[config.mk]
export PLATFORM = sky130hd
export DESIGN_NAME = pbfs_blend
export DESIGN_NICKNAME = d
export VERILOG_FILES = /design/src/sv/pbfs_pkg.sv /design/src/sv/pbfs_blend.sv
export SDC_FILE = /design/constraint.sdc
export NUM_CORES = 2
export LEC_CHECK = 0
export BUFFER_PORTS_ARGS = -buffer_cell sky130_fd_sc_hd__buf_2
export CORE_ASPECT_RATIO = 0.6
export CORE_MARGIN = 8
export CORE_UTILIZATION = 60
export CTS_CLUSTER_DIAMETER = 120
export DETAILED_ROUTE_END_ITERATION = 12
export PLACE_DENSITY = 0.75
export SETUP_SLACK_MARGIN = 0.1
export SLEW_MARGIN = 20
export SYNTH_ARGS = -nofsm -noshare
export SYNTH_HDL_FRONTEND = slang
export SYNTH_SLANG_ARGS = --single-unit
[constraint.sdc]
create_clock -name clk -period 7.5 [get_ports clk]
set_input_delay 1.125 -clock clk [delete_from_list [all_inputs] [get_ports clk]]
set_output_delay 1.125 -clock clk [all_outputs]
set_load 0.02 [all_outputs]
[src/sv/pbfs_pkg.sv]
// Shared constants, types and register codes for the periodic B-spline flow scale block.
package pbfs_pkg;

  localparam int FRAC_BITS = 16;          // fraction bits of one basis weight
  localparam int NUM_KNOTS = 4;
  localparam int PHASE_W   = 17;
  localparam int OUT_W     = 18;
  localparam int GAIN_W    = 16;
  localparam int KNOT_STEP = 16384;
  localparam int INT_FRAC  = 48;          // fraction bits of six times the basis
  localparam int DSH       = INT_FRAC - FRAC_BITS;
  localparam int QW        = FRAC_BITS + 3;
  localparam int PW        = FRAC_BITS + GAIN_W;
  localparam int AW        = FRAC_BITS + 18;
  localparam int RSH       = FRAC_BITS - 2;
  localparam int LATENCY   = 8;

  localparam logic [PHASE_W-1:0] PHASE_ONE  = PHASE_W'(65536);
  localparam logic [OUT_W-1:0]   OUT_MAX    = OUT_W'(131072);
  localparam logic [GAIN_W-1:0]  GAIN_RESET = GAIN_W'(16384);

  // ceil(2^(FRAC_BITS+3) / 3): exact floor division by three for values below 2^(FRAC_BITS+2)
  localparam logic [FRAC_BITS+1:0] RECIP =
    (FRAC_BITS+2)'(((64'd1 << (FRAC_BITS + 3)) + 64'd2) / 64'd3);

  typedef enum logic [1:0] {
    REG_GAIN_ONE,
    REG_GAIN_TWO,
    REG_GAIN_THREE,
    REG_GAIN_FOUR
  } reg_idx_t;

  // Folded spline argument of one knot: inner segments use the middle polynomial
  typedef struct packed {
    logic [16:0] x;
    logic        outer;
    logic        zero;
  } lane_t;

  typedef lane_t [NUM_KNOTS-1:0] lane_arr_t;
  typedef logic [NUM_KNOTS-1:0][GAIN_W-1:0] gain_arr_t;
  typedef logic [NUM_KNOTS-1:0][FRAC_BITS-1:0] weight_arr_t;

endpackage

[src/sv/pbfs_blend.sv]
// Gain multiply, four-way sum, rounding and saturation of the scale factor.
module pbfs_blend (
  input  logic                    clk,
  input  pbfs_pkg::weight_arr_t   weights,
  input  pbfs_pkg::gain_arr_t     gains,
  output logic [17:0]             scale_factor
);

  localparam int RW = pbfs_pkg::AW - pbfs_pkg::RSH;

  logic [pbfs_pkg::PW-1:0] prod [pbfs_pkg::NUM_KNOTS];
  logic [pbfs_pkg::AW-1:0] acc;
  logic [RW-1:0]           res;

  always_comb begin
    acc = pbfs_pkg::AW'(1) << (pbfs_pkg::RSH - 1);
    for (int j = 0; j < pbfs_pkg::NUM_KNOTS; j++) begin
      acc = acc + pbfs_pkg::AW'(prod[j]);
    end
  end

  assign res = acc[pbfs_pkg::AW-1:pbfs_pkg::RSH];

  always_ff @(posedge clk) begin
    for (int j = 0; j < pbfs_pkg::NUM_KNOTS; j++) begin
      prod[j] <= pbfs_pkg::PW'(weights[j]) * pbfs_pkg::PW'(gains[j]);
    end
    scale_factor <= (res > RW'(pbfs_pkg::OUT_MAX)) ? pbfs_pkg::OUT_MAX : res[17:0];
  end

endmodule

==> out/qor.txt <==
Post-CTS Repair Setup Buffers: 0
Worst Hold Class: reg -> reg
status: finished, final reports clean
Post-Route WL: 96300 um
Avg WL per Cell: 18.6 um
first-pass detailed-route iteration total: 5
Max-slew headroom: 43.2%
crit end category: flop
cts hold-fix bufs: 0
Die ar.: 74000 um2
Fin Hold WS: 1030 ps
cell count of the worst reg-to-reg path: 14
clock sinks: 146
Port-buffer cells: 146
register area share after synthesis: 7.46%
Clk Latency, worst-skew pair: 440 ps
post-layout min period: 6830 ps
ys async rst share: 0%
Die H: 214 um
CORE AREA: 64500 um2
DP Wirelength: 79700 um
first-pass GRT wire length: 160000 um
drt drc: 0
placed cell count: 5153
Setup Skew: 14.5 ps
Synth Register Bits: 146
maxcap violations: 0
min-delay src: prod[2][25]$_DFF_P_
Vias: 28483
synth cell count leaders: 920 x inv_1, 839 x fa_1, 615 x nand2_1
gr ovfl total: 0
crit share post-route: 91.1%
number of enable flip-flop cells after synthesis: 0
syn_nets: 5706
worst slew pin tran: 845 ps
setup_tns: 0 ps
CTS Root Cell: clkbuf_16
RSZ-0062 raised after global routing: no
CTS Buf Count: 17
Max Slew Vio Count: 0
initial antenna violation count: 7
Crit Path Class: in -> reg
Synth area leaders: fa_1 43%, ha_1 15%, inv_1 8.8%
largest net degree at the start of global routing: 19
critical path data arrival time: 7160 ps
synthesis-to-layout area growth: 5.30%
1st-iter DRT viols: 2204
RR Startpoint: prod[3][12]$_DFF_P_
syn_area_per_cell: 9.20 um2
hold depth: 5
final hold violations: 0
vias in the first global route: 30716
Synth Cell Area: 39200 um2
top-count cell post-synth: inv_1
non-filler instance count after layout: 5187
crit path max fanout: 16
drt via density: 5.49
Worst Hold Path EP: scale_factor[11]$_SDFF_PN0_
Synth cell types: 64
remaining antenna violation count: 0
reg-to-reg setup timing slack: 2530 ps
worst reg2reg endpoint: scale_factor[7]$_SDFF_PN0_
CTS tree: done
CTS resizes: 0
GRT Resource Usage Total: 26.8%
CTS H-tree lvls: 4
Critical Path Start Type: primary input
Final WS setup: 667 ps
synthesized instance count: 4261
Worst EP required: 7820 ps
# rows: 72
Bufs on Longest Clock Path: 2
clk slew on worst S/H paths: 70 ps
top cell type's share of synthesized area: 42.9%
final setup fails: 0
fmax: 0.146 GHz
Final Wtd Congestion: 0.950
pre-CTS WS: 322 ps
layout cell share with drive strength beyond 1: 5.17%
fin nets: 5766
Post-synth top flop: dfxtp_1
Synth warnings: 0
Horiz. Die Dim: 346 um
Initial Util: 60.8%
IO Pins: 147
post-synth top area cell: fa_1
worst max path at each step:
stage                            from                  end  slack, ps  cells past startpoint
after floorplan             gains[17]  prod[1][31]$_DFF_P_        820                     21
after global placement    weights[58]  prod[3][30]$_DFF_P_        390                     20
after detailed placement  weights[26]  prod[1][30]$_DFF_P_        320                     19
after CTS                 weights[58]  prod[3][30]$_DFF_P_        750                     20
after global routing        gains[55]  prod[3][24]$_DFF_P_        280                     21
final                     weights[58]  prod[3][30]$_DFF_P_        670                     20
layer usage:
layer | up-vias | share of wire, % | GRT usage [%]
met5 | - | 0.038 | 0
met4 | 6 | 1.8 | 5.78
met3 | 134 | 9.8 | 7.03
met2 | 1138 | 44 | 40.7
met1 | 14257 | 45 | 38.5
li1 | 12948 | - | -
critical path: stages:
cell and delay, ps:
buf_2 320, nand2_1 140, fa_1 520, fa_1 570, fa_1 440, fa_1 560, inv_1 50, fa_1 520
inv_1 60, fa_1 500, inv_1 50, ha_1 320, a21oi_1 210, o21ai_0 160, a311oi_1 500, a21oi_1 130
a21o_1 210, o211ai_1 230, a31oi_1 160, a311o_1 370
cell families (layout without fill, tap and decap cells):
family                     count (synthesis)  after routing  synth area share [%]
buffers and inverters                   1049           1122                  10.1
and+or+nand+nor                         1284           1284                  16.0
DFF                                      146            146                  7.46
xor gates and xnor gates                 119            119                  2.66
adders and majority gates               1316           1316                  58.1
other                                      0              2                     0
AOI/OAI and AO/OA                        347            347                  5.78
per-stage QoR:
step	cell area, um2	utilization [%]
final	41300	64.0
after global routing	41300	64.0
after CTS	41300	64.0
after detailed placement	40700	63.1
after global placement	40700	63.1
after floorplan	39200	-
layout make-up:
class,instances,area (um2)
Multi-Input combinational cell,3066,32300
Fill cell,5428,23200
Inverter,920,3450
Sequential cell,146,2920
Tap cell,851,1060
Timing Repair Buffer,170,911
Clock buffer,17,425
Clock inverter,15,160
Antenna cell,2,5.00
registers in the layout, indices dropped and copies added, names as in the netlist:
| signal | cells |
|---|---|
| scale_factor | 18 |
| prod | 128 |
cell usage in the layout, fill, tap and decap left out, types with 3 or more instances in the layout:
cell	Yosys	final
nand2b_1	11	11
inv_1	920	920
or2_2	5	5
a21o_1	61	61
o211ai_1	4	4
o21bai_1	15	15
a21oi_1	122	122
a2111oi_0	4	4
dfxtp_1	146	146
inv_6	0	7
ha_1	477	477
o21a_1	21	21
a31o_2	3	3
buf_4	1	24
a211oi_1	6	6
nand3_1	28	28
nand2_1	615	615
xnor2_1	79	79
nand4_1	9	9
nor4_1	3	3
a211o_1	3	3
xor2_1	40	40
o21ai_0	54	54
nor2_1	85	85
and2_1	473	473
buf_2	0	146
a21boi_0	5	5
fa_1	839	839
nor2b_1	11	11
and3_1	13	13
or3_1	7	7
clkbuf_16	0	17
a31oi_1	13	13
nor3_1	15	15
Power is left out: the tool's default activity adds up to more than one toggle a clock period on the data nets, which glitch-free logic cannot reach.
