===== src/sv/pbfs_pkg.sv =====
// Shared constants, types and register codes for the periodic B-spline flow scale block.
package pbfs_pkg;

  localparam int FRAC_BITS = 16;          // fraction bits of one basis weight
  localparam int NUM_KNOTS = 4;
  localparam int PHASE_W   = 17;
  localparam int OUT_W     = 18;
  localparam int GAIN_W    = 16;
  localparam int KNOT_STEP = 16384;
  localparam int INT_FRAC  = 48;          // fraction bits of six times the basis
  localparam int DSH       = INT_FRAC - FRAC_BITS;
  localparam int QW        = FRAC_BITS + 3;
  localparam int PW        = FRAC_BITS + GAIN_W;
  localparam int AW        = FRAC_BITS + 18;
  localparam int RSH       = FRAC_BITS - 2;
  localparam int LATENCY   = 8;

  localparam logic [PHASE_W-1:0] PHASE_ONE  = PHASE_W'(65536);
  localparam logic [OUT_W-1:0]   OUT_MAX    = OUT_W'(131072);
  localparam logic [GAIN_W-1:0]  GAIN_RESET = GAIN_W'(16384);

  // ceil(2^(FRAC_BITS+3) / 3): exact floor division by three for values below 2^(FRAC_BITS+2)
  localparam logic [FRAC_BITS+1:0] RECIP =
    (FRAC_BITS+2)'(((64'd1 << (FRAC_BITS + 3)) + 64'd2) / 64'd3);

  typedef enum logic [1:0] {
    REG_GAIN_ONE,
    REG_GAIN_TWO,
    REG_GAIN_THREE,
    REG_GAIN_FOUR
  } reg_idx_t;

  // Folded spline argument of one knot: inner segments use the middle polynomial
  typedef struct packed {
    logic [16:0] x;
    logic        outer;
    logic        zero;
  } lane_t;

  typedef lane_t [NUM_KNOTS-1:0] lane_arr_t;
  typedef logic [NUM_KNOTS-1:0][GAIN_W-1:0] gain_arr_t;
  typedef logic [NUM_KNOTS-1:0][FRAC_BITS-1:0] weight_arr_t;

endpackage


===== src/sv/pbfs_front.sv =====
// Phase clamp, per-knot wrap and folding of the spline argument onto two polynomials.
module pbfs_front (
  input  logic                    clk,
  input  logic [16:0]             time_phase,
  output pbfs_pkg::lane_arr_t     lanes
);

  pbfs_pkg::lane_arr_t lanes_next;

  always_comb begin
    logic [16:0]        phase_c;
    logic signed [19:0] p;
    logic signed [19:0] knot;
    logic signed [19:0] t;
    logic signed [19:0] d;
    logic signed [19:0] sv;
    logic [2:0]         kk;
    logic [15:0]        f;
    phase_c = (time_phase > pbfs_pkg::PHASE_ONE) ? pbfs_pkg::PHASE_ONE : time_phase;
    p = signed'({3'b0, phase_c});
    for (int j = 0; j < pbfs_pkg::NUM_KNOTS; j++) begin
      knot = 20'(pbfs_pkg::KNOT_STEP * (j + 1));
      // wrap the phase to within half a period of this knot
      if (p > knot + 20'sd32768) begin
        t = p - 20'sd65536;
      end else if (p < knot - 20'sd32768) begin
        t = p + 20'sd65536;
      end else begin
        t = p;
      end
      d  = knot - t;
      sv = (d <<< 2) + 20'sd131072;
      kk = sv[18:16];
      f  = sv[15:0];
      // mirror the upper half onto the lower: B(s) = B(4 - s)
      lanes_next[j].x     = (kk == 3'd0 || kk == 3'd1) ? {1'b0, f} : (17'd65536 - {1'b0, f});
      lanes_next[j].outer = (kk == 3'd0) || (kk == 3'd3);
      lanes_next[j].zero  = kk[2];
    end
  end

  always_ff @(posedge clk) begin
    lanes <= lanes_next;
  end

endmodule


===== config.mk =====
export PLATFORM = sky130hd
export DESIGN_NAME = pbfs_front
export DESIGN_NICKNAME = d
export VERILOG_FILES = /design/src/sv/pbfs_pkg.sv /design/src/sv/pbfs_front.sv
export SDC_FILE = /design/constraint.sdc
export NUM_CORES = 1
export LEC_CHECK = 0
export BUFFER_PORTS_ARGS = -buffer_cell sky130_fd_sc_hd__buf_2
export CORE_ASPECT_RATIO = 1.25
export CORE_MARGIN = 2
export CORE_UTILIZATION = 40
export CTS_CLUSTER_SIZE = 30
export DETAILED_ROUTE_END_ITERATION = 6
export HOLD_SLACK_MARGIN = 0.12
export PLACE_DENSITY_LB_ADDON = 0.05
export SYNTH_ARGS = -nofsm -noshare
export SYNTH_HDL_FRONTEND = slang
export SYNTH_SLANG_ARGS = --single-unit

===== constraint.sdc =====
create_clock -name clk -period 6.8 [get_ports clk]
set_clock_uncertainty 0.05 [all_clocks]
set_input_delay 0.34 -clock clk [delete_from_list [all_inputs] [get_ports clk]]
set_output_delay 0.34 -clock clk [all_outputs]
set_load 0.005 [all_outputs]

==> flow_summary.yaml <==
status:
  status: "completed"
critical_path:
  cp-start-kind: "primary input"
  worstSetupEndpointType: "flip-flop"
  cp_data_required_time_ps: 7010
  critPathLaunch: "time_phase[16]"
  cp_max_fo: 26
  crit_end: "lanes[17]"
  worstSetupPathType: "in2reg"
  arrival_ps: 4060
min_path:
  hp-class: "in2reg"
  min_from: "time_phase[14]"
global_route:
  grt_pass1_wl_mm: 12.1
  grt_pass1_vias: 2412
  grt_max_degree: 27
  track_usage_pct: 18.2
  grt_overflow: 0
  antenna_found_initial: 0
logic_synthesis:
  syn_avg_cell_area_um2: 8.67
  yosys.cell_count.top_type: "dfxtp_1"
  yosysWarningCount: 0
  ys_top_cells_by_area: "dfxtp_1 41%, xnor2_1 9.7%, nand2_1 5.5%"
  synth_edf_count: 0
  yosys.area.top_type_share_pct: 41.4
  synthArstFlopShare_pct: 0
  synth.top_cells.by_count: "65 x dfxtp_1, 46 x nand2_1, 35 x xnor2_1, 30 x nor2_1, 19 x o21ai_0"
  seq_area_frac_synth_pct: 41.4
  synth_largest_area_cell: "dfxtp_1"
  netlist_area_mm2: 0.00315
  synthFlopType: "dfxtp_1"
  ys_ff_latch: 65
  synth_cell_type_count: 61
  netlist_instances: 363
route:
  ant_nets: 0
  first_pass_iters: 4
  drtIter0Drc: 120
  routed_wl_mm: 7.94
  avgRoutedWirePerCell_um: 14.9
  avgViaCountPerCell: 5.10
  drc: 0
  vias: 2723
sta:
  rsz0062_at_grt: "no"
  finalHoldViolCount: 0
  slew_viol_final: 0
  fmax_ghz: 0.260
  fin_crit_ps: 3850
  tns_ps: 0
  min_period_over_period_pct: 56.6
  tightest_slew_ps: 771
  slew_headroom_pct: 48.1
  setup_violations: 0
floorplanning:
  die_w_um: 83.3
  io_pins: 94
  dieArea_mm2: 0.00859
  fp.coreArea_mm2: 0.00770
  fp.dieH_um: 103
  fp-row-count: 36
  start_util_pct: 40.8
cells_and_area:
  fillers: 777
  syn_to_final_growth_pct: 19.4
  largest_reg_flops: 65
  top_regs: "lanes x65"
  drive_gt1_share_pct: 28.0
  n_antenna_cell: 0
  regMostFlops: "lanes"
  nets: 454
  instances_no_fill: 534
clock_network:
  cts_setup_buffers: 0
  cts-htree-levels: 3
  cts-root-buf: "clkbuf_8"
  cts_made_buffers: 9
  cts_resized: 0
  path_clk_slew_ps: 70
  cts.sinks: 65
  cts_tree: "built"
  ctsHoldBuffers: 0
  clk_path_buf_depth: 2
placement:
  gp_congestion: 0.823
  dpl.cell_count: 518
  dp_hpwl_mm: 5.76
  port_buffers: 85
flow_run:
  drv_cap: 0
pwr:
  powerDensity_mw_per_mm2: 267
  power_leakage_nw: 1.65
  irDropWorstVdd_v: 0.000138
==> how the worst min path moves through the flow <==
stage                           end  cells past startpoint
final                     lanes[19]                      2
after global routing      lanes[19]                      2
after CTS                 lanes[19]                      2
after detailed placement  lanes[19]                      2
after global placement    lanes[19]                      2
after floorplan           lanes[42]                      2
==> layer usage <==
metal / track usage [%] / share of wire, % / vias to the layer above
met5: 0 / 0 / -
met4: 6.18 / 1.1 / 0
met3: 4.80 / 5.4 / 6
met2: 31.6 / 49 / 94
met1: 21.9 / 45 / 1258
li1: - / - / 1365
==> cells by family (layout without fill, tap and decap cells) <==
logic type | count (synthesis) | after routing | share of synthesized area, %
flip-flops | 65 | 65 | 41.4
AND/OR/NAND/NOR | 133 | 133 | 21.6
other | 1 | 8 | 0.119
AO/OA/AOI/OAI | 73 | 73 | 15.8
adder cells (fa/ha/maj) | 2 | 2 | 0.795
buffers and inverters | 42 | 111 | 7.24
XOR/XNOR | 47 | 47 | 13.1
==> report_power, final <==
part	internal, mW	switching [mW]
Combinational	0.0863	0.111
Sequential	0.431	0.0103
Clock	0.217	0.149
Total	0.734	0.270
==> stage by stage <==
| stage | setup slack (ps) | cell area [µm²] | utilization [%] | hold slack [ps] | power (mW) |
|---|---|---|---|---|---|
| 6_report | 2950 | 3760 | 48.8 | 296 | 1.00 |
| 2_1_floorplan | 3800 | 3170 | - | 436 | 0.576 |
| 3_3_place_gp | 2800 | 3530 | 45.8 | 637 | 0.648 |
| 3_5_place_dp | 2660 | 3530 | 45.8 | 633 | 0.649 |
| 5_1_grt | 2610 | 3760 | 48.8 | 296 | 1.06 |
| 4_1_cts | 3020 | 3760 | 48.8 | 268 | 1.02 |
==> layout by cell type, fill, tap and decap left out, drive strengths merged, types with 4 or more instances in the layout <==
cell,count
xnor2,35
nand4,5
clkbuf,10
dfxtp,65
a21boi,4
nor3,13
conb,8
or4,4
nand3,5
xor2,12
nor4,6
a21oi,11
nand2,48
nand3b,4
buf,86
o21ai,27
inv,10
nor2,30
==> cell type report <==
| type | instances | area, µm² | area share (%) |
|---|---|---|---|
| sequential | 65 | 1300 | 34.6 |
| inverter | 9 | 33.8 | 0.899 |
| timing repair buffer | 86 | 433 | 11.5 |
| tap | 95 | 119 | 3.16 |
| clock inverter | 6 | 88.8 | 2.37 |
| multi-input combinational | 263 | 1640 | 43.7 |
| clock buffer | 10 | 138 | 3.66 |
==> worst max-delay path: stages <==
cell and delay [ps]:
buf_2 380, inv_1 420, nand2_1 240, ha_1 540
inv_1 230, o41ai_1 500, o221ai_1 360, nor4_1 420
nand4_1 270, o21ai_1 220, xnor2_1 130
No activity file was read; power rests on OpenSTA's default activity.
