**src/sv/pbfs_pkg.sv**
```systemverilog
// Shared constants, types and register codes for the periodic B-spline flow scale block.
package pbfs_pkg;

  localparam int FRAC_BITS = 16;          // fraction bits of one basis weight
  localparam int NUM_KNOTS = 4;
  localparam int PHASE_W   = 17;
  localparam int OUT_W     = 18;
  localparam int GAIN_W    = 16;
  localparam int KNOT_STEP = 16384;
  localparam int INT_FRAC  = 48;          // fraction bits of six times the basis
  localparam int DSH       = INT_FRAC - FRAC_BITS;
  localparam int QW        = FRAC_BITS + 3;
  localparam int PW        = FRAC_BITS + GAIN_W;
  localparam int AW        = FRAC_BITS + 18;
  localparam int RSH       = FRAC_BITS - 2;
  localparam int LATENCY   = 8;

  localparam logic [PHASE_W-1:0] PHASE_ONE  = PHASE_W'(65536);
  localparam logic [OUT_W-1:0]   OUT_MAX    = OUT_W'(131072);
  localparam logic [GAIN_W-1:0]  GAIN_RESET = GAIN_W'(16384);

  // ceil(2^(FRAC_BITS+3) / 3): exact floor division by three for values below 2^(FRAC_BITS+2)
  localparam logic [FRAC_BITS+1:0] RECIP =
    (FRAC_BITS+2)'(((64'd1 << (FRAC_BITS + 3)) + 64'd2) / 64'd3);

  typedef enum logic [1:0] {
    REG_GAIN_ONE,
    REG_GAIN_TWO,
    REG_GAIN_THREE,
    REG_GAIN_FOUR
  } reg_idx_t;

  // Folded spline argument of one knot: inner segments use the middle polynomial
  typedef struct packed {
    logic [16:0] x;
    logic        outer;
    logic        zero;
  } lane_t;

  typedef lane_t [NUM_KNOTS-1:0] lane_arr_t;
  typedef logic [NUM_KNOTS-1:0][GAIN_W-1:0] gain_arr_t;
  typedef logic [NUM_KNOTS-1:0][FRAC_BITS-1:0] weight_arr_t;

endpackage

```
**src/sv/pbfs_basis.sv**
```systemverilog
// Five-stage basis lane: square, cube, polynomial, scale to weight, divide by six.
module pbfs_basis (
  input  logic                              clk,
  input  pbfs_pkg::lane_t                   lane,
  output logic [pbfs_pkg::FRAC_BITS-1:0]    weight
);

  localparam int FB = pbfs_pkg::FRAC_BITS;
  localparam int MW = 2 * FB + 4;

  // square stage
  logic [16:0] x_s2;
  logic        outer_s2;
  logic        zero_s2;
  logic [32:0] sq_s2;
  // cube stage
  logic [16:0] x_s3;
  logic        outer_s3;
  logic        zero_s3;
  logic [32:0] sq_s3;
  logic [48:0] cube_s3;
  // polynomial terms
  logic [51:0] t0_s4;
  logic [51:0] t1_s4;
  logic        zero_s4;
  // six times the weight, rounded
  logic [pbfs_pkg::QW-1:0] q_s5;

  logic [32:0]  xe;
  logic [49:0]  cube_full;
  logic [51:0]  t0_next;
  logic [51:0]  t1_next;
  logic [51:0]  sum;
  logic [MW-1:0] div_full;

  assign xe        = 33'(lane.x);
  assign cube_full = 50'(sq_s2) * 50'(x_s2);

  always_comb begin
    logic [51:0] x1w;
    logic [51:0] x2w;
    logic [51:0] x3w;
    logic [51:0] rnd;
    x1w = 52'(x_s3);
    x2w = 52'(sq_s3);
    x3w = 52'(cube_s3);
    rnd = 52'(3) << pbfs_pkg::DSH;
    if (outer_s3) begin
      t1_next = x3w;
      t0_next = rnd;
    end else begin
      // 1 + 3x + 3x^2 - 3x^3, modulo 2^52; the true value is never negative
      t1_next = (((x2w << 1) + x2w) << 16) - ((x3w << 1) + x3w);
      t0_next = (52'(1) << 48) + (((x1w << 1) + x1w) << 32) + rnd;
    end
  end

  assign sum      = t0_s4 + t1_s4;
  assign div_full = MW'(q_s5[pbfs_pkg::QW-1:1]) * MW'(pbfs_pkg::RECIP);

  always_ff @(posedge clk) begin
    x_s2     <= lane.x;
    outer_s2 <= lane.outer;
    zero_s2  <= lane.zero;
    sq_s2    <= xe * xe;

    x_s3     <= x_s2;
    outer_s3 <= outer_s2;
    zero_s3  <= zero_s2;
    sq_s3    <= sq_s2;
    cube_s3  <= cube_full[48:0];

    t0_s4    <= t0_next;
    t1_s4    <= t1_next;
    zero_s4  <= zero_s3;

    q_s5     <= zero_s4 ? '0 : sum[pbfs_pkg::DSH +: pbfs_pkg::QW];

    // divide by six: drop one bit, then multiply by the reciprocal of three
    weight   <= div_full[FB+3 +: FB];
  end

endmodule

```
**config.mk**
```make
export PLATFORM = sky130hd
export DESIGN_NAME = pbfs_basis
export DESIGN_NICKNAME = d
export VERILOG_FILES = /design/src/sv/pbfs_pkg.sv /design/src/sv/pbfs_basis.sv
export SDC_FILE = /design/constraint.sdc
export NUM_CORES = 2
export LEC_CHECK = 0
export BUFFER_PORTS_ARGS = -buffer_cell sky130_fd_sc_hd__buf_4
export CAP_MARGIN = 10
export CORE_UTILIZATION = 65
export CTS_CLUSTER_SIZE = 28
export DETAILED_ROUTE_END_ITERATION = 8
export PLACE_DENSITY_LB_ADDON = 0.25
export SLEW_MARGIN = 40
export SYNTH_ARGS = -nofsm -noshare
export SYNTH_HDL_FRONTEND = slang
export SYNTH_SLANG_ARGS = --single-unit
```
**constraint.sdc**
```tcl
create_clock -name clk -period 18.4 [get_ports clk]
set_clock_uncertainty 0.05 [all_clocks]
set_input_delay 5.52 -clock clk [delete_from_list [all_inputs] [get_ports clk]]
set_output_delay 5.52 -clock clk [all_outputs]
set_load 0.02 [all_outputs]
```
==> reports/results.ini <==
[die]
initial_utilization_pct=65.93
design.core.area_um2=63310
ios=36
rows=92
die_h_um=255.4
die_area_um2=65230
die_width_um=255.4

[drt]
drt-initial-drc-count=1575
wl_um=94770
drt_pass1_iterations=5
vias=30120
drt-wirelength-per-cell_um=17.41
drc=0
vias_per_cell=5.535
ant_nets=0

[synth]
synth_cell_types=72
synth_nets=5921
synthArstFlopShare_pct=0
synth_area_leaders=fa_1 (38%), ha_1 (15%), dfxtp_1 (11%)
avgSynthCellArea_um2=9.068
yosysWarningCount=0
synth_top_cell_area_share_pct=37.75
synth_top_cell_by_area=fa_1
ys_ff_latch=221
synth_area_um2=41740
synth_edf_count=0
ys_seq_area_share_pct=10.60
synth_most_common_cell=inv_1
ys.flop_type=dfxtp_1
synth_commonest_cells=inv_1 (1129), fa_1 (787), nand2_1 (517)
synthCells=4603

[cts]
cts_made_buffers=27
cts-root-buf=clkbuf_16
postCtsSetupBuffers=0
clk_pin_slew_ps=60
cts-resized-gates=0
cts_sinks=221
clock_latency_ps=590
htree_levels=1
cts_buffer_depth=3
cts_hold_repair.buffers=0
tritoncts=yes

[global_routing]
grt_max_degree=60
overflow=0
grt_pass1_wl_um=158000
grt_pass1_vias=32610
antenna_found_initial=2
grt_util_all_layers_pct=30.10

[placed_design]
hpwlAfterDp_um=73710
portBuffers=35
gp_congestion=0.9320

[critical_path]
path_cells=buf_4 > and2_1 > inv_1 > fa_1 > inv_1 > fa_1 > inv_1 > fa_1 > inv_1 > fa_1 > inv_1 > fa_1 > fa_1 > inv_1 > ha_1 > nand2_1 > nor2_1 > nand2_1 > o41ai_1 > o41ai_2 > o311ai_0 > a21oi_1 > xnor2_1
worstSetupEndpointType=flip-flop
start_kind=primary input
crit_type=primary input to flip-flop
critPathRequiredTime_ps=18810
cp_max_fo=18
critPathMaxStageDelay_ps=710
crit_arrival_ps=11780
cp_slowest_cell=o41ai_1

[final_layout]
fill_cells=5028
drive_above_1_share_pct=3.526
nets=5893
areaGrowthSynthToFinish_pct=5.081

[sta]
period_needed_ps=11370
tns_ps=0
hold_violations=0
finalSetupViolCount=0
rsz0062_at_grt=false
slew-limit-headroom_pct=37.75
max_freq_mhz=87.91
fin_crit_sh_pct=61.82
tightest_slew_ps=910.2
drv_slew=0

[job]
max_cap_violations=0

[min_path]
worstHoldPathType=flip-flop to flip-flop

[run_status]
status=completed

[routing by layer]
layer  global-route usage [%]  share of wire (%)  vias up
met3                    4.911                7.4      241
met5                        0              0.011        -
li1                         -                  -    14000
met4                    10.24                3.7        2
met2                    52.88                 49     1074
met1                    37.55                 40    14800
[cell families after synthesis]
family / count (synthesis) / synth area share, %
compound gates: 525 / 8.240
xor+xnor: 188 / 3.978
fa+ha+maj: 1298 / 53.06
buf+inv: 1252 / 11.26
flops: 221 / 10.60
mux: 4 / 0.1019
simple gates: 1115 / 12.76
[per-stage QoR]
stage / setup slack, ps / util, % / cells / hold slack, ps / instance area, µm²
finish: 7025 / 69.28 / 5442 / 268.6 / 43860
global placement: 6653 / 67.67 / 5391 / 260.9 / 42840
floorplan: 6990 / - / 4603 / 259.6 / 41740
detailed placement: 6472 / 67.74 / 5392 / 262.1 / 42880
CTS: 7073 / 69.25 / 5441 / 270.4 / 43850
global route: 6744 / 69.27 / 5441 / 275.2 / 43860
[placed cells by master (no fill, tap or decap), types with 8 or more instances in the layout]
cell type / instances
buf_4: 65
xor2_1: 71
fa_1: 787
a31oi_1: 12
nand4_1: 14
o21a_1: 29
a21o_1: 83
nor3_1: 32
inv_1: 1129
dfxtp_2: 23
clkbuf_16: 27
o21bai_1: 23
nand2_1: 517
nand2b_1: 23
and3_1: 23
nor2b_1: 29
ha_1: 511
a31o_2: 8
nor2_1: 119
nand3_1: 47
and2_1: 278
a21oi_1: 154
o21ai_0: 97
o211ai_1: 16
a211oi_1: 17
xnor2_1: 116
dfxtp_1: 194
[flip-flops by register name (all words and copies together) (netlist names)]
name / flops
sq_s2: 32
x_s2: 16
zero_s4: 1
outer_s3: 1
zero_s2: 1
q_s5: 18
sq_s3: 31
t0_s4: 19
x_s3: 16
zero_s3: 1
weight: 16
outer_s2: 1
t1_s4: 19
cube_s3: 49
[critical path: cells and delay by family]
kind            cells  cell delay, ps
compound gates      4            1490
simple gates        4             510
xor+xnor            1             150
buf+inv             7             540
fa+ha+maj           7            3550
[worst paths after layout]
kind / cells after the start / endpoint / slack [ps] / startpoint
worst max-delay path: 23 / sq_s2[31] / 7030 / lane[6]
worst min-delay path: 0 / zero_s4 / 270 / zero_s3
worst max register to register: 21 / cube_s3[48] / 11080 / sq_s2[16]
worst min register to register: 0 / zero_s4 / 270 / zero_s3
[layout make-up]
type | instances | area (µm²) | share of cell area (%)
inverters | 1129 | 4238 | 9.662
clock inverters | 12 | 178.9 | 0.4079
repair buffers | 66 | 515.5 | 1.175
multi-input cells | 3130 | 32620 | 74.36
clock buffers | 37 | 783.3 | 1.786
diodes | 1 | 2.502 | 0.005705
well taps | 846 | 1059 | 2.413
flip-flops and latches | 221 | 4468 | 10.19
Power is left out: the tool's default activity adds up to more than one toggle a clock period on the data nets, which glitch-free logic cannot reach.
