`src/sv/pbfs_pkg.sv`:
```
// Shared constants, types and register codes for the periodic B-spline flow scale block.
package pbfs_pkg;

  localparam int FRAC_BITS = 16;          // fraction bits of one basis weight
  localparam int NUM_KNOTS = 4;
  localparam int PHASE_W   = 17;
  localparam int OUT_W     = 18;
  localparam int GAIN_W    = 16;
  localparam int KNOT_STEP = 16384;
  localparam int INT_FRAC  = 48;          // fraction bits of six times the basis
  localparam int DSH       = INT_FRAC - FRAC_BITS;
  localparam int QW        = FRAC_BITS + 3;
  localparam int PW        = FRAC_BITS + GAIN_W;
  localparam int AW        = FRAC_BITS + 18;
  localparam int RSH       = FRAC_BITS - 2;
  localparam int LATENCY   = 8;

  localparam logic [PHASE_W-1:0] PHASE_ONE  = PHASE_W'(65536);
  localparam logic [OUT_W-1:0]   OUT_MAX    = OUT_W'(131072);
  localparam logic [GAIN_W-1:0]  GAIN_RESET = GAIN_W'(16384);

  // ceil(2^(FRAC_BITS+3) / 3): exact floor division by three for values below 2^(FRAC_BITS+2)
  localparam logic [FRAC_BITS+1:0] RECIP =
    (FRAC_BITS+2)'(((64'd1 << (FRAC_BITS + 3)) + 64'd2) / 64'd3);

  typedef enum logic [1:0] {
    REG_GAIN_ONE,
    REG_GAIN_TWO,
    REG_GAIN_THREE,
    REG_GAIN_FOUR
  } reg_idx_t;

  // Folded spline argument of one knot: inner segments use the middle polynomial
  typedef struct packed {
    logic [16:0] x;
    logic        outer;
    logic        zero;
  } lane_t;

  typedef lane_t [NUM_KNOTS-1:0] lane_arr_t;
  typedef logic [NUM_KNOTS-1:0][GAIN_W-1:0] gain_arr_t;
  typedef logic [NUM_KNOTS-1:0][FRAC_BITS-1:0] weight_arr_t;

endpackage

```
`src/sv/pbfs_regs.sv`:
```
// Gain registers behind the APB-style configuration port.
module pbfs_regs (
  input  logic                     clk,
  input  logic                     rst,
  input  logic                     psel,
  input  logic                     penable,
  input  logic                     pwrite,
  input  logic [3:0]               paddr,
  input  logic [31:0]              pwdata,
  output logic [31:0]              prdata,
  output pbfs_pkg::gain_arr_t      gains
);

  logic                 wr;
  pbfs_pkg::reg_idx_t   idx;

  assign wr  = psel & penable & pwrite;
  assign idx = pbfs_pkg::reg_idx_t'(paddr[3:2]);

  always_ff @(posedge clk) begin
    if (rst) begin
      for (int j = 0; j < pbfs_pkg::NUM_KNOTS; j++) begin
        gains[j] <= pbfs_pkg::GAIN_RESET;
      end
    end else if (wr) begin
      case (idx)
        pbfs_pkg::REG_GAIN_ONE:   gains[0] <= pwdata[15:0];
        pbfs_pkg::REG_GAIN_TWO:   gains[1] <= pwdata[15:0];
        pbfs_pkg::REG_GAIN_THREE: gains[2] <= pwdata[15:0];
        pbfs_pkg::REG_GAIN_FOUR:  gains[3] <= pwdata[15:0];
        default: ;
      endcase
    end
  end

  assign prdata = {16'b0, gains[paddr[3:2]]};

endmodule

```
`config.mk`:
```
export PLATFORM = sky130hd
export DESIGN_NAME = pbfs_regs
export DESIGN_NICKNAME = d
export VERILOG_FILES = /design/src/sv/pbfs_pkg.sv /design/src/sv/pbfs_regs.sv
export SDC_FILE = /design/constraint.sdc
export NUM_CORES = 1
export LEC_CHECK = 0
export ABC_AREA = 1
export BUFFER_PORTS_ARGS = -buffer_cell sky130_fd_sc_hd__buf_2
export CAP_MARGIN = 20
export CORE_MARGIN = 1.5
export CORE_UTILIZATION = 34
export DETAILED_ROUTE_END_ITERATION = 16
export SKIP_LAST_GASP = 1
export SYNTH_ARGS = -nofsm -noshare
export SYNTH_HDL_FRONTEND = slang
export SYNTH_SLANG_ARGS = --single-unit
```
`constraint.sdc`:
```
create_clock -name clk -period 0.85 [get_ports clk]
set_clock_uncertainty 0.1 [all_clocks]
set_input_delay 0.1275 -clock clk [delete_from_list [all_inputs] [get_ports clk]]
set_output_delay 0.1275 -clock clk [all_outputs]
set_load 0.01 [all_outputs]
```
==> results of run 1 <==
-- worst register-to-register path, stage by stage (launching register included) --
cell     delay [ns]
dfxtp_2        0.33
buf_6          0.11
buf_4          0.12
nor2_1         0.09
nor2_1         0.05
-- metrics by stage --
| step | instances | power (W) |
|---|---|---|
| 3_3_place_gp | 713 | 0.00406 |
| 2_1_floorplan | 490 | 0.00373 |
| 5_1_grt | 784 | 0.00705 |
| 4_1_cts | 759 | 0.00661 |
| 6_report | 784 | 0.00672 |
| 3_5_place_dp | 713 | 0.00407 |
-- power by group through the flow --
stage	registers, W	logic, W	clock network (W)
finish	0.00313	0.00130	0.00229
global route	0.00313	0.00140	0.00252
CTS	0.00313	0.00114	0.00234
detailed placement	0.00317	0.000895	0
global placement	0.00317	0.000887	0
floorplan	0.00321	0.000524	0
-- cell families (layout without fill, tap and decap cells) --
group | after synthesis | in the layout | synth area share (%)
compound gates | 4 | 4 | 0.647
buf+inv | 64 | 250 | 11.0
flops | 64 | 64 | 41.4
other cells | 1 | 16 | 0.121
simple gates | 342 | 342 | 46.8
-- timing repair --
item                                    CTS  global route
resized for setup                       196            85
hold buffers                              1             0
pin swaps                                18            52
gates cloned                              3             3
endpoints found under the setup margin   81           114
buffers inserted                         29            29
endpoints found under the hold margin     4             0
-- area by class of cell --
class	count	area, um2	area share (%)
clock inverters	1	5.00	0.0868
inverters	20	80.1	1.39
multi-input cells	362	1700	29.5
repair buffers	217	2320	40.3
flip-flops and latches	64	1370	23.8
clock buffers	12	155	2.69
well taps	108	135	2.34
-- synthesized netlist by cell type --
cell	instances	share of area (%)
buf_4	19	4.6
dfxtp_1	64	41
nand4_1	16	3.2
inv_2	3	0.36
conb_1	1	0.12
buf_1	5	0.61
nand3_4	1	0.57
nor2_2	1	0.20
inv_1	17	2.1
nand2_1	133	16
o21ai_0	4	0.65
nor2_1	123	15
buf_6	1	0.36
buf_2	17	2.7
clkbuf_1	2	0.24
nor2_4	4	1.5
nand3_1	64	10
-- how the worst min path moves through the flow --
stage	start	end	slack, ns	depth (start not counted)
finish	paddr[3]	gains[46]$_SDFFE_PP1P_	0.05	4
global route	paddr[3]	gains[46]$_SDFFE_PP1P_	0.04	4
CTS	pwdata[2]	gains[18]$_SDFFE_PP0P_	0.04	5
detailed placement	pwdata[14]	gains[30]$_SDFFE_PP1P_	0.31	3
global placement	pwdata[14]	gains[62]$_SDFFE_PP1P_	0.30	3
floorplan	pwdata[14]	gains[14]$_SDFFE_PP1P_	0.15	2
-- layer usage --
metal,vias up,track usage [%],share of wire [%]
met4,0,8.45,1.6
li1,1857,-,-
met5,-,0,0
met1,1775,27.6,41
met2,164,39.8,51
met3,21,5.82,6.9
==> flow_summary_export.csv, run 1 <==
group,metric,value,unit
outcome,run_status,"finished, violations left",
outcome,violations,"negative setup slack",
cts,numCtsBuffers,9,
power_and_ir_drop,p_int,0.00487,W
place,port_buffers,102,
timing,fin_ws,-0.409,ns
yosys,ys_seq_elements,64,
floorplanning,io_pins,137,
grt,grt_pass1_vias,3569,
power_and_ir_drop,swShare,27.6,%
power_and_ir_drop,powerDensity,1170,nW/um2
finish,final_common_cell,"buf_6",
critical_path,end_kind,"output pin",
critical_path,crit_buf_inv,1,
timing,timing.setup.tns,-22.86,ns
finish,drive_above_1_share,50.7,%
place,postPlaceCellArea,4100,um2
detailed_routing,vias,3817,
floorplanning,fp.dieH,98.4,um
finish,final_nets,715,
grt,grt_usage,23.0,%
place,pre_cts_ws,-0.406,ns
cts,root_buffer,"clkbuf_8",
cts,cts_sinks,64,
critical_path,r2r-end,"gains[53]$_SDFFE_PP0P_",
yosys,ys_seq_area_share,41.4,%
timing,fmax,0.794,GHz
detailed_routing,ant_nets,0,
timing,period_needed,1.26,ns
critical_path,crit_slowest_cell,"dfxtp_2",
grt,grt_pass1_wl,17600,um
finish,fillers,726,
finish,final_cell_mix,"buf_6, nand2_1, nor2_1",
detailed_routing,drt_iter0_markers,165,
cts,htree_num_levels,3,
floorplanning,die_area,9690,um2
floorplanning,die_w,98.4,um
finish,area_growth,86.2,%
detailed_routing,via_per_inst,4.87,
critical_path,arrival,1.03,ns
timing,drv_slew,0,
timing,rsz0062_at_grt,"true",
yosys,ys_types,17,
timing,hold_viol,0,
yosys,yosysWarningCount,0,
critical_path,path_cells,"nand2_1 > nand4_1 > buf_2",
detailed_routing,drcViolationCount,0,
cts,clkLatencyLatePin,0.34,ns
finish,largest-register,"gains",
detailed_routing,dr.pass1.iters,5,
grt,antenna_found_initial,0,
critical_path,reg2regPathDepth,4,
finish,stdcell_area,5760,um2
critical_path,crit_required,0.62,ns
cts,clkSlewWorstSetupHoldPaths,0.07,ns
detailed_routing,drt-wirelength-per-cell,15.6,um
place,hpwl,6450,um
critical_path,critPathMaxFanout,3,
power_and_ir_drop,pwr-share-comb,19.4,%
floorplanning,row_count,34,
grt,grt_overflow,0,
finish,post-route-util,65.8,%
power_and_ir_drop,p_leak,2.71,nW
cts,clockBufferDepth,2,
detailed_routing,totalWireLength,12200,um
power_and_ir_drop,seqPwrFrac,46.5,%
yosys,syn_area,3100,um2
cts,cts_tree,"done",
floorplanning,core_area,8760,um2
power_and_ir_drop,clockPowerShare,34.1,%
critical_path,path_depth,3,
timing,layout_worst_path_cycle_share,148,%
place,gp_congestion,0.832,
timing,setup_viol,96,
grt,grt_max_degree,37,
finish,reg_top3,"gains (64)",
yosys,syn_avg_cell_area,6.52,um2
critical_path,crit_type,"register to output pin",
floorplanning,initial_utilization,35.3,%
critical_path,r2r-start,"gains[53]$_SDFFE_PP0P_",
worst_hold_path,hp-class,"primary input to register",
finish,diodes,0,
critical_path,regToRegSetupSlack,-0.05,ns
job,maxCapViolations,0,
critical_path,critical_path.endpoint,"prdata[10]",
critical_path,cp_top_family,"flip-flops",
yosys,syn_inst,475,
critical_path,cp-start-kind,"register",
critical_path,max_stage_delay,0.33,ns
power_and_ir_drop,peakVddDrop,1.23,mV
critical_path,startpoint,"gains[42]$_SDFFE_PP0P_",
finish,largest_register_ff_count,64,
power_and_ir_drop,p_sw,0.00185,W
timing,whs,0.0474,ns
(Power assumes the default switching activity.)
==> run 2: changes to the inputs <==
--- a/config.mk
+++ b/config.mk
@@ -6,11 +6,14 @@
 export NUM_CORES = 1
 export LEC_CHECK = 0
 export ABC_AREA = 1
+export ABC_CLOCK_PERIOD_IN_PS = 850
 export BUFFER_PORTS_ARGS = -buffer_cell sky130_fd_sc_hd__buf_2
 export CAP_MARGIN = 20
+export CORE_ASPECT_RATIO = 1.1
 export CORE_MARGIN = 1.5
 export CORE_UTILIZATION = 34
 export DETAILED_ROUTE_END_ITERATION = 16
+export PLACE_DENSITY = 0.71
 export SKIP_LAST_GASP = 1
 export SYNTH_ARGS = -nofsm -noshare
 export SYNTH_HDL_FRONTEND = slang
==> run 2 against run 1 <==
The flow still finishes with violations (negative setup slack). Maximum frequency rose by 0.59%. Critical path depth is the same. Cell area grew 1.8%. Sequential share of layout area decreased by 0.55 points. Die area is essentially flat. Core utilization increased by 0.37 points. Critical path type unchanged. Largest power group unchanged. Highest routed layer unchanged.
==> flow_summary_export.csv, run 2 (synthesis gave the netlist of run 1 again) <==
group,metric,value,unit
critical_path,r2r-start,"gains[62]$_SDFFE_PP1P_",
place,gp_congestion,0.762,
finish,final_common_cell,"buf_6",
floorplanning,row_count,36,
worst_hold_path,worstHoldStart,"pwdata[4]",
critical_path,crit_slowest_cell,"dfxtp_2",
detailed_routing,drcViolationCount,0,
floorplanning,core_area,8870,um2
timing,drv_slew,0,
critical_path,crit_type,"register to output pin",
detailed_routing,dr.pass1.iters,5,
critical_path,arrival,1.02,ns
cts,htree_num_levels,3,
grt,grtUsageMet3,4.35,%
finish,drive_above_1_share,50.2,%
critical_path,critPathMaxFanout,2,
outcome,violations,"negative setup slack",
detailed_routing,drt_iter0_markers,184,
critical_path,regToRegSetupSlack,-0.07,ns
critical_path,cp_top_family,"flip-flops",
worst_hold_path,hp-class,"primary input to register",
power_and_ir_drop,clockPowerShare,36.7,%
finish,stdcell_area,5870,um2
cts,cts_sinks,64,
critical_path,path_cells,"nand2_1 > nand4_1 > buf_2",
cts,clkSlewWorstSetupHoldPaths,0.07,ns
power_and_ir_drop,p_sw,0.00201,W
place,hpwl,6370,um
critical_path,max_stage_delay,0.33,ns
grt,grt_pass1_wl,17400,um
power_and_ir_drop,seqPwrFrac,44.0,%
critical_path,crit_required,0.62,ns
power_and_ir_drop,p_int,0.00509,W
place,dpl.cell_count,720,
finish,largest-register,"gains",
outcome,run_status,"finished, violations left",
timing,fmax,0.799,GHz
grt,grt_usage,23.7,%
detailed_routing,drt-wirelength-per-cell,15.6,um
power_and_ir_drop,p_leak,2.74,nW
power_and_ir_drop,finalPower,0.00710,W
finish,fillers,714,
timing,layout_worst_path_cycle_share,147,%
detailed_routing,vias,3914,
timing,rsz0062_at_grt,"true",
power_and_ir_drop,powerDensity,1210,nW/um2
job,maxCapViolations,0,
finish,diodes,0,
power_and_ir_drop,pwr-share-comb,19.3,%
floorplanning,io_pins,137,
timing,fin_ws,-0.402,ns
place,port_buffers,102,
finish,largest_register_ff_count,64,
floorplanning,initial_utilization,34.9,%
finish,area_growth,89.6,%
floorplanning,die_area,9690,um2
power_and_ir_drop,swShare,28.3,%
grt,grt_pass1_vias,3576,
detailed_routing,via_per_inst,4.91,
finish,multi_input_area,1680,um2
cts,clockBufferDepth,2,
critical_path,cp-start-kind,"register",
critical_path,crit_buf_inv,1,
cts,cts_tree,"done",
grt,grt_max_degree,37,
timing,timing.setup.tns,-23.30,ns
worst_hold_path,holdPathEnd,"gains[4]$_SDFFE_PP0P_",
grt,gr-max-usage-layer,"met2",
place,postPlaceCellArea,4120,um2
grt,grt_overflow,0,
power_and_ir_drop,peakVddDrop,0.715,mV
worst_hold_path,hold-path-cell-count,5,
timing,period_needed,1.25,ns
grt,met2_usage,43.1,%
cts,clkLatencyLatePin,0.34,ns
critical_path,end_kind,"output pin",
timing,whs,0.0538,ns
finish,reg_top3,"gains (64)",
timing,setup_viol,101,
critical_path,reg2regPathDepth,4,
cts,numCtsBuffers,9,
critical_path,startpoint,"gains[0]$_SDFFE_PP0P_",
grt,antenna_found_initial,0,
floorplanning,die_w,94.0,um
timing,hold_viol,0,
finish,layout.cells.non_filler,797,
floorplanning,fp.dieH,103,um
grt,grt_util_met1,27.2,%
cts,root_buffer,"clkbuf_8",
critical_path,r2r-end,"gains[62]$_SDFFE_PP1P_",
finish,final_nets,719,
finish,seq_area,1360,um2
finish,final_cell_mix,"buf_6, nand2_1, nor2_1",
detailed_routing,totalWireLength,12400,um
detailed_routing,ant_nets,0,
[run 2: what timing repair did]
item                                   4_1_cts  5_1_grt
gates resized for setup                    190       74
pin swaps                                   26       43
setup endpoints to repair                  104      125
gates cloned                                 4        4
setup buffers                               30       23
hold buffers                                 1        0
endpoints found under the hold margin        4        0
[run 2: worst max-delay path by stage]
stage,slack (ns),endpoint,cells past startpoint
floorplan,-0.03,gains[0]$_SDFFE_PP0P_,6
global placement,-0.39,prdata[15],7
detailed placement,-0.44,gains[18]$_SDFFE_PP0P_,6
CTS,-0.38,prdata[15],3
global route,-0.46,prdata[7],3
finish,-0.40,prdata[0],3
[run 2: worst reg2reg max path, delay by kind of cell (launching register included)]
family / cells / cell delay [ns]
compound gates: 1 / 0.06
buf+inv: 2 / 0.22
flops: 1 / 0.33
simple gates: 1 / 0.09
[run 2: metrics by stage]
stage                     setup WS (ns)  utilization, %
after CTS                        -0.381            60.5
after floorplan                 -0.0250               -
after global placement           -0.394            46.4
final                            -0.402            66.1
after detailed placement         -0.438            46.4
after global routing             -0.460            66.1
[run 2: area by class of cell]
cell class	instances	area share, %
sequential	64	23.2
clock inverter	6	1.02
multi-input combinational	362	28.6
timing repair buffer	221	41.3
inverter	20	1.32
tap	114	2.43
clock buffer	10	2.17
[run 2: layer usage]
metal	wire (um)	up-vias
met4	266	0
met2	6630	176
met1	4730	1842
met3	797	21
met5	0	-
li1	-	1875
[run 2: power groups by stage]
stage | combinational (W) | clock, W | sequential [W]
6_report | 0.00137 | 0.00261 | 0.00313
3_3_place_gp | 0.000889 | 0 | 0.00317
5_1_grt | 0.00147 | 0.00276 | 0.00314
2_1_floorplan | 0.000524 | 0 | 0.00321
4_1_cts | 0.00120 | 0.00261 | 0.00312
3_5_place_dp | 0.000904 | 0 | 0.00317
